`config.mk`:
```
export PLATFORM = sky130hd
export DESIGN_NAME = ftia_queue
export DESIGN_NICKNAME = d
export VERILOG_FILES = /design/src/flux_table_interp_adapt_defines.svh /design/src/ftia_pkg.sv /design/src/ftia_queue.sv
export SDC_FILE = /design/constraint.sdc
export NUM_CORES = 1
export LEC_CHECK = 0
export BUFFER_PORTS_ARGS = -buffer_cell sky130_fd_sc_hd__buf_4
export CORE_ASPECT_RATIO = 1.25
export CORE_MARGIN = 5
export CORE_UTILIZATION = 52
export DETAILED_ROUTE_END_ITERATION = 10
export GPL_TIMING_DRIVEN = 0
export PLACE_DENSITY = 0.83
export SKIP_CTS_REPAIR_TIMING = 1
export SYNTH_ARGS = -nofsm -noshare
export SYNTH_HDL_FRONTEND = slang
export SYNTH_SLANG_ARGS = --single-unit
```
`constraint.sdc`:
```
create_clock -name clk -period 12.2 [get_ports clk]
set_input_delay 0.61 -clock clk [delete_from_list [all_inputs] [get_ports clk]]
set_output_delay 0.61 -clock clk [all_outputs]
set_load 0.03 [all_outputs]
```
`src/flux_table_interp_adapt_defines.svh`:
```
// Assertion macros for the flux table block.
// Used by the top level only; no other dependencies.
`ifndef FLUX_TABLE_INTERP_ADAPT_DEFINES_SVH
`define FLUX_TABLE_INTERP_ADAPT_DEFINES_SVH
`ifndef SYNTHESIS
`define FTIA_ASSERT(lbl, prop) \
  lbl: assert property (@(posedge clk) disable iff (!rst_n) prop) \
    else $error("ftia assertion failed");
`define FTIA_ASSERT_NEXT(lbl, a, b) \
  lbl: assert property (@(posedge clk) disable iff (!rst_n) (a) |=> (b)) \
    else $error("ftia assertion failed");
`else
`define FTIA_ASSERT(lbl, prop)
`define FTIA_ASSERT_NEXT(lbl, a, b)
`endif
`endif

```
`src/ftia_pkg.sv`:
```
// Shared types and constants of the flux table block.
// No dependencies.
`timescale 1ns / 1ps
`default_nettype none
package ftia_pkg;

  localparam int ANGLE_POINTS_DEF   = 64;
  localparam int CURRENT_POINTS_DEF = 32;
  localparam int QUEUE_DEPTH_DEF    = 2;

  // widest grid index and table address over the parameter range
  localparam int IDX_MAX_W  = 10;
  localparam int ADDR_MAX_W = 20;

  localparam logic [23:0] CURRENT_GAIN_RST    = 24'd62;
  localparam logic [14:0] CURRENT_LIMIT_RST   = 15'd32767;
  localparam logic [15:0] CORRECTION_GAIN_RST = 16'd0;
  localparam logic [17:0] RADIUS_SQ_RST       = 18'd65536;

  localparam logic [1:0] REG_CURRENT_GAIN    = 2'd0;
  localparam logic [1:0] REG_CURRENT_LIMIT   = 2'd1;
  localparam logic [1:0] REG_CORRECTION_GAIN = 2'd2;
  localparam logic [1:0] REG_RADIUS_SQ       = 2'd3;

  localparam logic [1:0] REQ_LOAD    = 2'd0;
  localparam logic [1:0] REQ_LOOKUP  = 2'd1;
  localparam logic [1:0] REQ_CORRECT = 2'd2;

  typedef struct packed {
    logic [23:0] current_gain;
    logic [14:0] current_limit;
    logic [15:0] correction_gain;
    logic [17:0] radius_sq_limit;
  } cfg_t;

  // one classified item as it travels from front to back
  typedef struct packed {
    logic [1:0]            req;
    logic                  ld_ok;
    logic [ADDR_MAX_W-1:0] ld_addr;
    logic [IDX_MAX_W-1:0]  x0;
    logic [15:0]           fx;
    logic [IDX_MAX_W-1:0]  y0;
    logic [15:0]           fy;
    logic [31:0]           sqx0;
    logic [31:0]           sqx1;
    logic [31:0]           sqy0;
    logic [31:0]           sqy1;
    logic signed [23:0]    val;   // load word or correction delta
  } item_t;

  typedef enum logic [2:0] {
    B_IDLE,
    B_LOAD,
    B_LRD,
    B_LMUL,
    B_LACC,
    B_LFIN,
    B_CRD,
    B_CWR
  } bstate_t;

endpackage
`default_nettype wire

```
`src/ftia_queue.sv`:
```
// Small register FIFO between front and back.
// Uses ftia_pkg for the item type.
`timescale 1ns / 1ps
`default_nettype none
module ftia_queue #(
  parameter int DEPTH = 2
) (
  input  wire logic           clk,
  input  wire logic           rst_n,
  input  wire logic           push,
  input  wire ftia_pkg::item_t push_item,
  input  wire logic           pop,
  output ftia_pkg::item_t     pop_item,
  output logic                empty,
  output logic                full
);
  localparam int PW = (DEPTH > 1) ? $clog2(DEPTH) : 1;
  localparam int CW = $clog2(DEPTH + 1);

  ftia_pkg::item_t slot_r [DEPTH];
  logic [PW-1:0] wp_r, rp_r;
  logic [CW-1:0] cnt_r;

  assign empty    = (cnt_r == '0);
  assign full     = (cnt_r == CW'(DEPTH));
  assign pop_item = slot_r[rp_r];

  always_ff @(posedge clk) begin
    if (push) begin
      slot_r[wp_r] <= push_item;
    end
  end

  always_ff @(posedge clk) begin
    if (!rst_n) begin
      wp_r  <= '0;
      rp_r  <= '0;
      cnt_r <= '0;
    end else begin
      if (push) begin
        wp_r <= (wp_r == PW'(DEPTH - 1)) ? '0 : wp_r + PW'(1);
      end
      if (pop) begin
        rp_r <= (rp_r == PW'(DEPTH - 1)) ? '0 : rp_r + PW'(1);
      end
      if (push && !pop) begin
        cnt_r <= cnt_r + CW'(1);
      end else if (pop && !push) begin
        cnt_r <= cnt_r - CW'(1);
      end
    end
  end
endmodule
`default_nettype wire

```
==> metrics.yaml <==
status: "finished clean"
dp.cells: 1609
antenna_found_initial: 3
place_area_um2: 20900
start_util_pct: 52.5
clockBufferDepth: 3
max_freq_mhz: 372
yosysTopAreaCell: "edfxtp_1"
coreArea_um2: 31800
setup_slack_ns: 9.51
cp_slowest_cell: "mux2_2"
skew_ns: 0.00987
fp.dieW_um: 170
portBuffers: 459
cp_data_required_time_ns: 11.59
postSynthAreaPerCell_um2: 22.9
vias: 8812
worstSkewPairLatency_ns: 0.53
finalSetupViolCount: 0
grt_max_degree: 62
place_worst_setup_slack_ns: 9.63
cts_sinks: 459
fin_area_um2: 22200
final_cell_mix: "buf_4 (470), edfxtp_1 (454), mux2_2 (197)"
drive_gt1_share_pct: 61.3
cp_max_fo: 10
syn2layout_area_growth_pct: 33.1
synth_cells: 728
rsz0062_at_grt: "no"
fp.dieH_um: 210
rows: 73
yosysUniqueCellTypes: 18
antenna_left: 0
cts_buffers: 43
ios: 460
drt-wirelength-per-cell_um: 23.1
cp-end-kind: "primary output"
dp_hpwl_mm: 27.5
gr-total-overflow: 0
syn_area_um2: 16700
fin_tns_setup_ns: 0
drc: 0
crit_buf_inv: 3
drt_first_iter_violations: 551
power_mw: 3.69
cap_violations: 0
layout.area.seq_um2: 13700
slew_headroom_pct: 41.4
cp-start-kind: "flip-flop"
power.density_nw_per_um2: 166
yosysSeqAreaShare_pct: 82.3
syn_nets: 960
cpMostUsedCell: "buf_4"
path_delay_family: "buffers and inverters"
grt_use_total_pct: 21.0
synthTopCellsByArea: "edfxtp_1 (82%), mux2_2 (13%), mux2_4 (2.7%), dfxtp_1 (0.60%), buf_4 (0.49%)"
h-tree-depth: 2
layout.nets: 1474
cp.arrival_ns: 2.08
tritoncts: "done"
final_hold_viol_count: 0
tightestPinTransition_ns: 0.878
fin_crit_sh_pct: 22.0
multi_input_area_um2: 2790
n_fill_cell: 1953
grt_pass1_vias: 9634
ys_warn_count: 0
die_area_um2: 35800
irDropWorstVdd_mv: 0.134
fin_crit_ns: 2.69
synth_seq_cells: 459
gp_congestion: 0.766
synth_top_cell_area_share_pct: 81.7
cp_slowest_stage_delay_ns: 0.40
min_path_type: "in -> reg"
final_common_cell: "buf_4"
crit_type: "reg -> out"
path_clk_slew_ns: 0.06
firstDrtPassIters: 4
fin_util_pct: 69.9
hold_slack_ns: 0.255
cts-root-buf: "clkbuf_16"
fin_cells: 1684
diodes: 0
path_cells: "buf_2, buf_4, mux2_2, buf_4"
leakage_nw: 8.41
drv_slew: 0
grt_pass1_wl_mm: 56.4
viasPerCell: 5.23
wl_mm: 38.9
## power breakdown
| group | switching, mW | leakage (nW) | internal, mW | total (mW) |
|---|---|---|---|---|
| logic | 0.329 | 3.45 | 0.246 | 0.575 |
| clock network | 0.533 | 0.657 | 0.736 | 1.27 |
| registers | 0.0197 | 4.30 | 1.82 | 1.84 |
| total | 0.881 | 8.41 | 2.81 | 3.69 |
## worst register-to-register path, cell delays in order, from the launching register on
cell and delay (ns):
dfxtp_1 0.38, and2_4 0.75, buf_16 0.37, buf_16 0.36
## path summary, 6_finish.rpt
path	startpoint	to	slack, ns	cells after the start
worst max register to register	wp_r$_SDFFE_PN0P_	slot_r[1][170]$_DFFE_PP_	9.93	3
worst min register to register	cnt_r[1]$_SDFFE_PN0P_	cnt_r[1]$_SDFFE_PN0P_	0.53	2
worst max-delay path	flip-flop	pop_item[106]	9.51	4
worst min-delay path	push_item[8]	slot_r[0][8]$_DFFE_PP_	0.25	1
## cell families after synthesis
kind of cell,Yosys count,synth area share (%)
buffers and inverters,26,1.09
xor gates and xnor gates,3,0.157
DFF,459,82.3
AOI/OAI and AO/OA,3,0.120
and+or+nand+nor,9,0.322
muxes,227,16.0
adders and majority gates,1,0.0749
## final cells by class
class	instances	area share (%)
repair buffers	469	16.5
flip-flops and latches	459	61.8
clock buffers	55	5.24
well taps	412	2.32
clock inverters	20	0.777
plain buffers	25	0.799
multi-input cells	243	12.6
inverters	1	0.0169
## layer usage
layer / global-route usage [%] / part of all wire (%) / up-vias
met2: 38.1 / 54 / 384
met5: 0 / 0.072 / -
met3: 6.72 / 8.5 / 116
met4: 10.4 / 5.5 / 6
met1: 21.6 / 32 / 4370
li1: - / - / 3936
## synthesized netlist by cell type
cell type,n
edfxtp_1,454
mux2_2,197
mux2_4,30
buf_4,11
buf_2,10
dfxtp_1,5
and2_1,4
buf_6,4
nor2b_1,3
xor2_1,2
a21boi_0,1
ha_1,1
inv_1,1
nor2_1,1
o21a_1,1
o21ai_0,1
or3_1,1
xnor2_1,1
## flip-flops by register name (all words and copies together) (netlist names), named ones only
| register | cells |
|---|---|
| rp_r | 1 |
| cnt_r | 2 |
| slot_r | 454 |
| wp_r | 1 |
Power figures use the tool's default switching activity.
