File: config.mk
export PLATFORM = sky130hd
export DESIGN_NAME = ftia_back
export DESIGN_NICKNAME = d
export VERILOG_FILES = /design/src/flux_table_interp_adapt_defines.svh /design/src/ftia_pkg.sv /design/src/ftia_back.sv
export SDC_FILE = /design/constraint.sdc
export NUM_CORES = 2
export LEC_CHECK = 0
export BUFFER_PORTS_ARGS = -buffer_cell sky130_fd_sc_hd__buf_2
export CORE_AREA = 2 2 430 432
export DETAILED_ROUTE_END_ITERATION = 16
export DIE_AREA = 0 0 432 434
export GPL_TIMING_DRIVEN = 0
export SLEW_MARGIN = 10
export SYNTH_ARGS = -nofsm -noshare
export SYNTH_HDL_FRONTEND = slang
export SYNTH_SLANG_ARGS = --single-unit
File: constraint.sdc
create_clock -name clk -period 8.5 [get_ports clk]
set_input_delay 2.125 -clock clk [delete_from_list [all_inputs] [get_ports clk]]
set_output_delay 2.125 -clock clk [all_outputs]
set_load 0.005 [all_outputs]
File: src/flux_table_interp_adapt_defines.svh
// Assertion macros for the flux table block.
// Used by the top level only; no other dependencies.
`ifndef FLUX_TABLE_INTERP_ADAPT_DEFINES_SVH
`define FLUX_TABLE_INTERP_ADAPT_DEFINES_SVH
`ifndef SYNTHESIS
`define FTIA_ASSERT(lbl, prop) \
  lbl: assert property (@(posedge clk) disable iff (!rst_n) prop) \
    else $error("ftia assertion failed");
`define FTIA_ASSERT_NEXT(lbl, a, b) \
  lbl: assert property (@(posedge clk) disable iff (!rst_n) (a) |=> (b)) \
    else $error("ftia assertion failed");
`else
`define FTIA_ASSERT(lbl, prop)
`define FTIA_ASSERT_NEXT(lbl, a, b)
`endif
`endif

File: src/ftia_pkg.sv
// Shared types and constants of the flux table block.
// No dependencies.
`timescale 1ns / 1ps
`default_nettype none
package ftia_pkg;

  localparam int ANGLE_POINTS_DEF   = 64;
  localparam int CURRENT_POINTS_DEF = 32;
  localparam int QUEUE_DEPTH_DEF    = 2;

  // widest grid index and table address over the parameter range
  localparam int IDX_MAX_W  = 10;
  localparam int ADDR_MAX_W = 20;

  localparam logic [23:0] CURRENT_GAIN_RST    = 24'd62;
  localparam logic [14:0] CURRENT_LIMIT_RST   = 15'd32767;
  localparam logic [15:0] CORRECTION_GAIN_RST = 16'd0;
  localparam logic [17:0] RADIUS_SQ_RST       = 18'd65536;

  localparam logic [1:0] REG_CURRENT_GAIN    = 2'd0;
  localparam logic [1:0] REG_CURRENT_LIMIT   = 2'd1;
  localparam logic [1:0] REG_CORRECTION_GAIN = 2'd2;
  localparam logic [1:0] REG_RADIUS_SQ       = 2'd3;

  localparam logic [1:0] REQ_LOAD    = 2'd0;
  localparam logic [1:0] REQ_LOOKUP  = 2'd1;
  localparam logic [1:0] REQ_CORRECT = 2'd2;

  typedef struct packed {
    logic [23:0] current_gain;
    logic [14:0] current_limit;
    logic [15:0] correction_gain;
    logic [17:0] radius_sq_limit;
  } cfg_t;

  // one classified item as it travels from front to back
  typedef struct packed {
    logic [1:0]            req;
    logic                  ld_ok;
    logic [ADDR_MAX_W-1:0] ld_addr;
    logic [IDX_MAX_W-1:0]  x0;
    logic [15:0]           fx;
    logic [IDX_MAX_W-1:0]  y0;
    logic [15:0]           fy;
    logic [31:0]           sqx0;
    logic [31:0]           sqx1;
    logic [31:0]           sqy0;
    logic [31:0]           sqy1;
    logic signed [23:0]    val;   // load word or correction delta
  } item_t;

  typedef enum logic [2:0] {
    B_IDLE,
    B_LOAD,
    B_LRD,
    B_LMUL,
    B_LACC,
    B_LFIN,
    B_CRD,
    B_CWR
  } bstate_t;

endpackage
`default_nettype wire

File: src/ftia_back.sv
// Back end: sequencer that runs loads, lookups and corrections against the
// table RAM and presents one result per item. Uses ftia_pkg.
`timescale 1ns / 1ps
`default_nettype none
module ftia_back #(
  parameter int ANGLE_POINTS   = ftia_pkg::ANGLE_POINTS_DEF,
  parameter int CURRENT_POINTS = ftia_pkg::CURRENT_POINTS_DEF
) (
  input  wire logic               clk,
  input  wire logic               rst_n,
  input  wire ftia_pkg::cfg_t     cfg,
  input  wire logic               queue_empty,
  input  wire ftia_pkg::item_t    pop_item,
  output logic                    pop,
  output logic                    ram_we,
  output logic [$clog2(ANGLE_POINTS*CURRENT_POINTS)-1:0] ram_waddr,
  output logic [23:0]             ram_wdata,
  output logic [$clog2(ANGLE_POINTS*CURRENT_POINTS)-1:0] ram_raddr,
  input  wire logic [23:0]        ram_rdata,
  output logic                    out_valid,
  output logic signed [23:0]      out_flux,
  output logic [31:0]             out_correction_count,
  output logic [2:0]              out_nodes_updated
);
  localparam int AW = $clog2(ANGLE_POINTS * CURRENT_POINTS);
  localparam int IW = ftia_pkg::IDX_MAX_W;

  ftia_pkg::bstate_t state_r, state_nxt;
  ftia_pkg::item_t   it_r;
  logic [1:0]         k_r;
  logic [32:0]        w_r;
  logic signed [40:0] plo_r;
  logic signed [41:0] phi_r;
  logic signed [56:0] acc_r;
  logic               qual_r;
  logic signed [23:0] flux_r;
  logic [2:0]         nodes_r;
  logic [31:0]        cnt_r;
  logic               done_r;

  logic [IW-1:0] x1, y1, xa, ya;
  logic [IW:0]   yc;
  logic [16:0]   gx, gy, wx, wy;
  logic [AW-1:0] lk_addr, cr_addr;
  logic [32:0]   d2;
  logic          node_ok;
  logic signed [56:0] rsum;
  logic signed [24:0] rq, csum;
  logic signed [23:0] csat;

  function automatic logic signed [23:0] sat24(input logic signed [24:0] v);
    if (v > 25'sd8388607) begin
      return 24'sd8388607;
    end else if (v < -25'sd8388608) begin
      return -24'sd8388608;
    end
    return v[23:0];
  endfunction

  // grid neighbours and weights for entry k
  always_comb begin
    x1 = (it_r.x0 == IW'(ANGLE_POINTS - 1)) ? '0 : it_r.x0 + IW'(1);
    y1 = (it_r.y0 == IW'(CURRENT_POINTS - 1)) ? it_r.y0 : it_r.y0 + IW'(1);
    gx = 17'd65536 - 17'(it_r.fx);
    gy = 17'd65536 - 17'(it_r.fy);
    wx = k_r[0] ? 17'(it_r.fx) : gx;
    wy = k_r[1] ? 17'(it_r.fy) : gy;
    lk_addr = AW'(k_r[0] ? x1 : it_r.x0) * AW'(CURRENT_POINTS)
            + AW'(k_r[1] ? y1 : it_r.y0);
    // correction nodes: k[1] picks the angle side, k[0] the current side
    xa = (k_r[1] && it_r.fx != '0) ? x1 : it_r.x0;
    yc = (k_r[0] && it_r.fy != '0) ? (IW + 1)'(it_r.y0) + (IW + 1)'(1)
                                   : (IW + 1)'(it_r.y0);
    ya = yc[IW-1:0];
    cr_addr = AW'(xa) * AW'(CURRENT_POINTS) + AW'(ya);
    d2 = 33'(k_r[1] ? it_r.sqx1 : it_r.sqx0) + 33'(k_r[0] ? it_r.sqy1 : it_r.sqy0);
    node_ok = (34'(d2) < {cfg.radius_sq_limit, 16'd0})
           && (int'(yc) < CURRENT_POINTS);
    rsum = acc_r + 57'sd2147483648;
    rq   = rsum[56:32];
    csum = 25'($signed(ram_rdata)) + 25'(it_r.val);
    csat = sat24(csum);
  end

  // next state
  always_comb begin
    state_nxt = state_r;
    unique case (state_r)
      ftia_pkg::B_IDLE: begin
        if (!queue_empty) begin
          case (pop_item.req)
            ftia_pkg::REQ_LOAD:    state_nxt = ftia_pkg::B_LOAD;
            ftia_pkg::REQ_LOOKUP:  state_nxt = ftia_pkg::B_LRD;
            ftia_pkg::REQ_CORRECT: state_nxt = ftia_pkg::B_CRD;
            default:               state_nxt = ftia_pkg::B_IDLE;
          endcase
        end
      end
      ftia_pkg::B_LOAD: state_nxt = ftia_pkg::B_IDLE;
      ftia_pkg::B_LRD:  state_nxt = ftia_pkg::B_LMUL;
      ftia_pkg::B_LMUL: state_nxt = ftia_pkg::B_LACC;
      ftia_pkg::B_LACC: state_nxt = (k_r == 2'd3) ? ftia_pkg::B_LFIN : ftia_pkg::B_LRD;
      ftia_pkg::B_LFIN: state_nxt = ftia_pkg::B_IDLE;
      ftia_pkg::B_CRD:  state_nxt = ftia_pkg::B_CWR;
      ftia_pkg::B_CWR:  state_nxt = (k_r == 2'd3) ? ftia_pkg::B_IDLE : ftia_pkg::B_CRD;
      default:          state_nxt = ftia_pkg::B_IDLE;
    endcase
  end

  // outputs
  always_comb begin
    pop       = 1'b0;
    ram_we    = 1'b0;
    ram_waddr = cr_addr;
    ram_wdata = csat;
    ram_raddr = cr_addr;
    unique case (state_r)
      ftia_pkg::B_IDLE: pop = ~queue_empty;
      ftia_pkg::B_LOAD: begin
        ram_we    = it_r.ld_ok;
        ram_waddr = AW'(it_r.ld_addr);
        ram_wdata = it_r.val;
      end
      ftia_pkg::B_LRD:  ram_raddr = lk_addr;
      ftia_pkg::B_CWR:  ram_we    = qual_r;
      default: begin
      end
    endcase
  end

  assign out_valid            = done_r;
  assign out_flux             = flux_r;
  assign out_correction_count = cnt_r;
  assign out_nodes_updated    = nodes_r;

  always_ff @(posedge clk) begin
    if (!rst_n) begin
      state_r <= ftia_pkg::B_IDLE;
      k_r     <= '0;
      cnt_r   <= '0;
      done_r  <= 1'b0;
    end else begin
      state_r <= state_nxt;
      done_r  <= 1'b0;
      unique case (state_r)
        ftia_pkg::B_IDLE: begin
          k_r <= '0;
          // an unknown request finishes at once
          if (!queue_empty && pop_item.req != ftia_pkg::REQ_LOAD
              && pop_item.req != ftia_pkg::REQ_LOOKUP
              && pop_item.req != ftia_pkg::REQ_CORRECT) begin
            done_r <= 1'b1;
          end
        end
        ftia_pkg::B_LOAD: begin
          cnt_r  <= '0;
          done_r <= 1'b1;
        end
        ftia_pkg::B_LACC: k_r <= k_r + 2'd1;
        ftia_pkg::B_LFIN: done_r <= 1'b1;
        ftia_pkg::B_CWR: begin
          k_r <= k_r + 2'd1;
          if (qual_r) begin
            cnt_r <= cnt_r + 32'd1;
          end
          if (k_r == 2'd3) begin
            done_r <= 1'b1;
          end
        end
        default: begin
        end
      endcase
    end
  end

  always_ff @(posedge clk) begin
    unique case (state_r)
      ftia_pkg::B_IDLE: begin
        it_r    <= pop_item;
        acc_r   <= '0;
        flux_r  <= '0;
        nodes_r <= '0;
      end
      ftia_pkg::B_LRD:  w_r <= 33'(wx) * 33'(wy);
      ftia_pkg::B_LMUL: begin
        // weight split in two halves to keep each product narrow
        plo_r <= 41'($signed(ram_rdata) * $signed({1'b0, w_r[15:0]}));
        phi_r <= 42'($signed(ram_rdata) * $signed({1'b0, w_r[32:16]}));
      end
      ftia_pkg::B_LACC: acc_r <= acc_r + 57'(plo_r) + (57'(phi_r) <<< 16);
      ftia_pkg::B_LFIN: flux_r <= sat24(rq);
      ftia_pkg::B_CRD:  qual_r <= node_ok;
      ftia_pkg::B_CWR: begin
        if (qual_r) begin
          nodes_r <= nodes_r + 3'd1;
        end
      end
      default: begin
      end
    endcase
  end
endmodule
`default_nettype wire

==> results.json <==
{
  "r2r-end": "w_r[31]$_DFFE_PP_",
  "dp_hpwl_mm": 159.5,
  "synth_ff_type": "edfxtp_1",
  "fin_crit_sh_pct": 99.06,
  "cts_tree": "yes",
  "cts.sink_count": 454,
  "grt_pass1_wl_mm": 290.2,
  "min_to": "out_correction_count[9]$_SDFFE_PN0P_",
  "grt_antenna_before_repair": 41,
  "synth-compound-area-share_pct": 7.119,
  "skew_ps": 68.06,
  "worstSetupStartpointType": "primary input",
  "wl_mm": 190.5,
  "grt_use_total_pct": 20.54,
  "core_area_um2": 182500,
  "synth_top_family_by_area": "adder cells",
  "final_cells": 9257,
  "cts_buffer_depth": 3,
  "worstSetupPathType": "primary input to flop",
  "maxSlewViolCount": 0,
  "seq_area_frac_synth_pct": 21.40,
  "ys_seq_elements": 454,
  "async_flop_share_pct": 0,
  "synth_fa_ha_area_share_pct": 43.05,
  "grt_pass1_vias": 48440,
  "synth_fp_nets": 8177,
  "syn_to_final_growth_pct": 12.99,
  "initial_utilization_pct": 33.94,
  "tightest_slew_ps": 1313,
  "syn_inst": 6343,
  "outcome": "completed",
  "slew_headroom_pct": 11.85,
  "num_rows": 157,
  "ctsHtreeMaxLevel": 2,
  "dieWidth_um": 432,
  "final_nets": 8642,
  "path_buf_inv": 5,
  "die_area_um2": 187500,
  "finalHoldViolCount": 0,
  "routedWlPerCell_um": 20.58,
  "synth_cell_types": 82,
  "crit_chain": "buf_2 > clkbuf_2 > nand2_1 > fa_1 > inv_1 > fa_1 > inv_1 > fa_1 > fa_1 > fa_1 > inv_1 > fa_1 > ha_1 > and4_1 > and4_1 > o211a_2 > nor3b_1 > nor2_2 > a31oi_1 > a211o_1 > o211ai_1 > a21oi_1 > xnor2_2",
  "synthXorXnorAreaFrac_pct": 4.608,
  "io_buffers": 370,
  "die_height_um": 434,
  "r2r_cells": 26,
  "cp_max_fo": 10,
  "cts_made_buffers": 58,
  "synth_simple_gate_area_share_pct": 13.86,
  "place_congestion": 0.9477,
  "grt_max_degree": 123,
  "place_inst": 9104,
  "final-setup-viol-count": 0,
  "syn-mean-instance-area_um2": 9.764,
  "mostFrequentLayoutCells": "inv_1 (1206), fa_1 (1039), nand2_1 (824)",
  "hp-start": "out_correction_count[9]$_SDFFE_PN0P_",
  "crit_top_cell": "fa_1",
  "drcViolationCount": 0,
  "clk_pin_slew_ps": 60,
  "endpoint_kind": "flop",
  "max_freq_mhz": 118.8,
  "layout_commonest_cell": "inv_1",
  "grt-ovfl-total": 0,
  "worst_ep_arrival_time_ps": 8880,
  "drtAntennaViolNets": 0,
  "synth_mux_area_share_pct": 1.279,
  "cpPeakStageDelay_ps": 550,
  "cpMaxStageDelayCell": "fa_1",
  "hold_depth": 2,
  "r2r-start": "it_r[187]$_DFFE_PP_",
  "yosys_warnings": 0,
  "vias": 45970,
  "first_iter_violations": 2799,
  "rsz0062_at_grt": "true",
  "fin_crit_ps": 8420,
  "postCtsHoldBufs": 0,
  "cpLargestDelayFamily": "adder cells",
  "ioPinCount": 435,
  "drive_gt1_share_pct": 10.90,
  "avgViaCountPerCell": 4.966,
  "synth_edf_count": 416,
  "rrSetupSlack_ps": 330,
  "maxCapViolations": 0,
  "fill_cells": 18040,
  "clock_latency_ps": 730,
  "first_pass_iters": 6,
  "cts_root_buf": "clkbuf_16",
  "netlist_area_um2": 61930,
  "cp.required_ps": 8960,
  "hp-class": "flop to flop"
}
flip-flops by register name (all words and copies together), names as in the netlist:
| name | cells |
|---|---|
| it_r | 216 |
| qual_r | 1 |
| k_r | 2 |
| phi_r | 41 |
| out_nodes_updated | 3 |
| w_r | 33 |
| acc_r | 57 |
| out_flux | 24 |
| out_correction_count | 32 |
| plo_r | 41 |
| state_r | 3 |
| out_valid | 1 |
kinds of logic (layout without fill, tap and decap cells):
family / Yosys count / count (layout)
adder cells (fa/ha/maj): 1507 / 1507
multiplexers: 71 / 71
AND/OR/NAND/NOR: 1857 / 1857
AO/OA/AOI/OAI: 699 / 699
XOR/XNOR: 325 / 325
flip-flops: 454 / 454
other: 0 / 16
buffers and inverters: 1430 / 1943
worst register-to-register path: stages, from the launching register on:
cell	delay (ps)
edfxtp_1	510
or4_1	610
nor3_1	310
a21oi_1	210
xor2_2	350
clkbuf_2	340
nand2_1	110
fa_1	510
inv_1	50
fa_1	440
fa_1	540
fa_1	450
fa_1	540
inv_1	50
fa_1	520
inv_1	40
ha_1	360
a21o_1	210
a21o_1	170
a21o_1	170
a221o_1	330
and3_1	200
a221o_1	300
o211a_1	230
o21ai_0	140
nand2_1	80
xor2_1	140
cell type report:
type / instances / area [µm²] / area share, %
multi-input combinational: 4459 / 43880 / 62.71
sequential: 454 / 13250 / 18.94
buffer: 217 / 1064 / 1.520
timing repair buffer: 408 / 2272 / 3.247
inverter: 1210 / 4554 / 6.508
clock buffer: 68 / 1541 / 2.203
antenna: 16 / 40.04 / 0.05722
tap: 2385 / 2984 / 4.264
clock inverter: 40 / 387.9 / 0.5543
synth_stat cells (6+ instances only):
library cell | number | area share (%)
xnor2_1 | 201 | 2.8
a21oi_1 | 234 | 1.9
o21bai_1 | 31 | 0.38
nor2_1 | 363 | 2.2
nand2_1 | 825 | 5.0
a21boi_0 | 6 | 0.073
fa_1 | 1040 | 34
and4_1 | 13 | 0.18
inv_1 | 1209 | 7.3
o211ai_1 | 11 | 0.13
edfxtp_1 | 416 | 20
buf_2 | 6 | 0.048
a31oi_1 | 17 | 0.17
nor4_1 | 8 | 0.081
o21a_1 | 28 | 0.34
mux2i_1 | 6 | 0.097
a211o_1 | 8 | 0.11
nor3b_1 | 12 | 0.15
mux2_2 | 64 | 1.2
nand4_1 | 30 | 0.30
nand2b_1 | 23 | 0.23
and2_1 | 355 | 3.6
a2111oi_0 | 6 | 0.085
or2_2 | 6 | 0.061
nor2b_1 | 19 | 0.19
o31ai_1 | 8 | 0.097
clkbuf_1 | 209 | 1.3
o21ai_0 | 149 | 1.2
ha_1 | 467 | 9.4
a21o_1 | 105 | 1.3
nand3_1 | 76 | 0.61
and3_1 | 37 | 0.37
nor3_1 | 46 | 0.37
a211oi_1 | 22 | 0.27
or3_1 | 25 | 0.25
dfxtp_1 | 38 | 1.2
xor2_1 | 123 | 1.7
per-layer routing:
layer  part of all wire, %  track usage [%]  vias to the layer above
met5                  0.11                0                        -
met4                   6.6            11.12                       32
met3                   7.5            4.108                      446
met2                    46            33.99                     1610
met1                    39            25.19                    22980
li1                      -                -                    20900
through the flow:
stage	hold WS (ps)	setup TNS [ps]	util (%)	instance area, µm²	setup WS, ps
after floorplan	482.8	0	-	61930	485.6
after global placement	478.2	-50980	36.59	66770	-1934
after detailed placement	495.8	-54340	36.68	66930	-1932
after CTS	504.9	0	37.99	69330	6.913
after global routing	537.3	-177.1	38.33	69950	-118.8
final	506.0	0	38.34	69980	80.32
timing repair:
item,4_1_cts,5_1_grt
pin swaps,5,17
buffers inserted,3,28
resized for setup,128,154
endpoints found under the setup margin,49,33
how the worst max path moves through the flow:
stage,start,end,slack [ps],cells past startpoint
final,ram_rdata[13],phi_r[40]$_DFFE_PP_,80,23
after global routing,ram_rdata[21],phi_r[40]$_DFFE_PP_,-120,22
after CTS,it_r[178]$_DFFE_PP_,w_r[31]$_DFFE_PP_,7,27
after detailed placement,ram_rdata[12],plo_r[40]$_DFFE_PP_,-1930,25
after global placement,ram_rdata[12],plo_r[40]$_DFFE_PP_,-1930,25
after floorplan,it_r[178]$_DFFE_PP_,w_r[31]$_DFFE_PP_,490,32
Power is left out: the tool's default activity adds up to more than one toggle a clock period on the data nets, which glitch-free logic cannot reach.
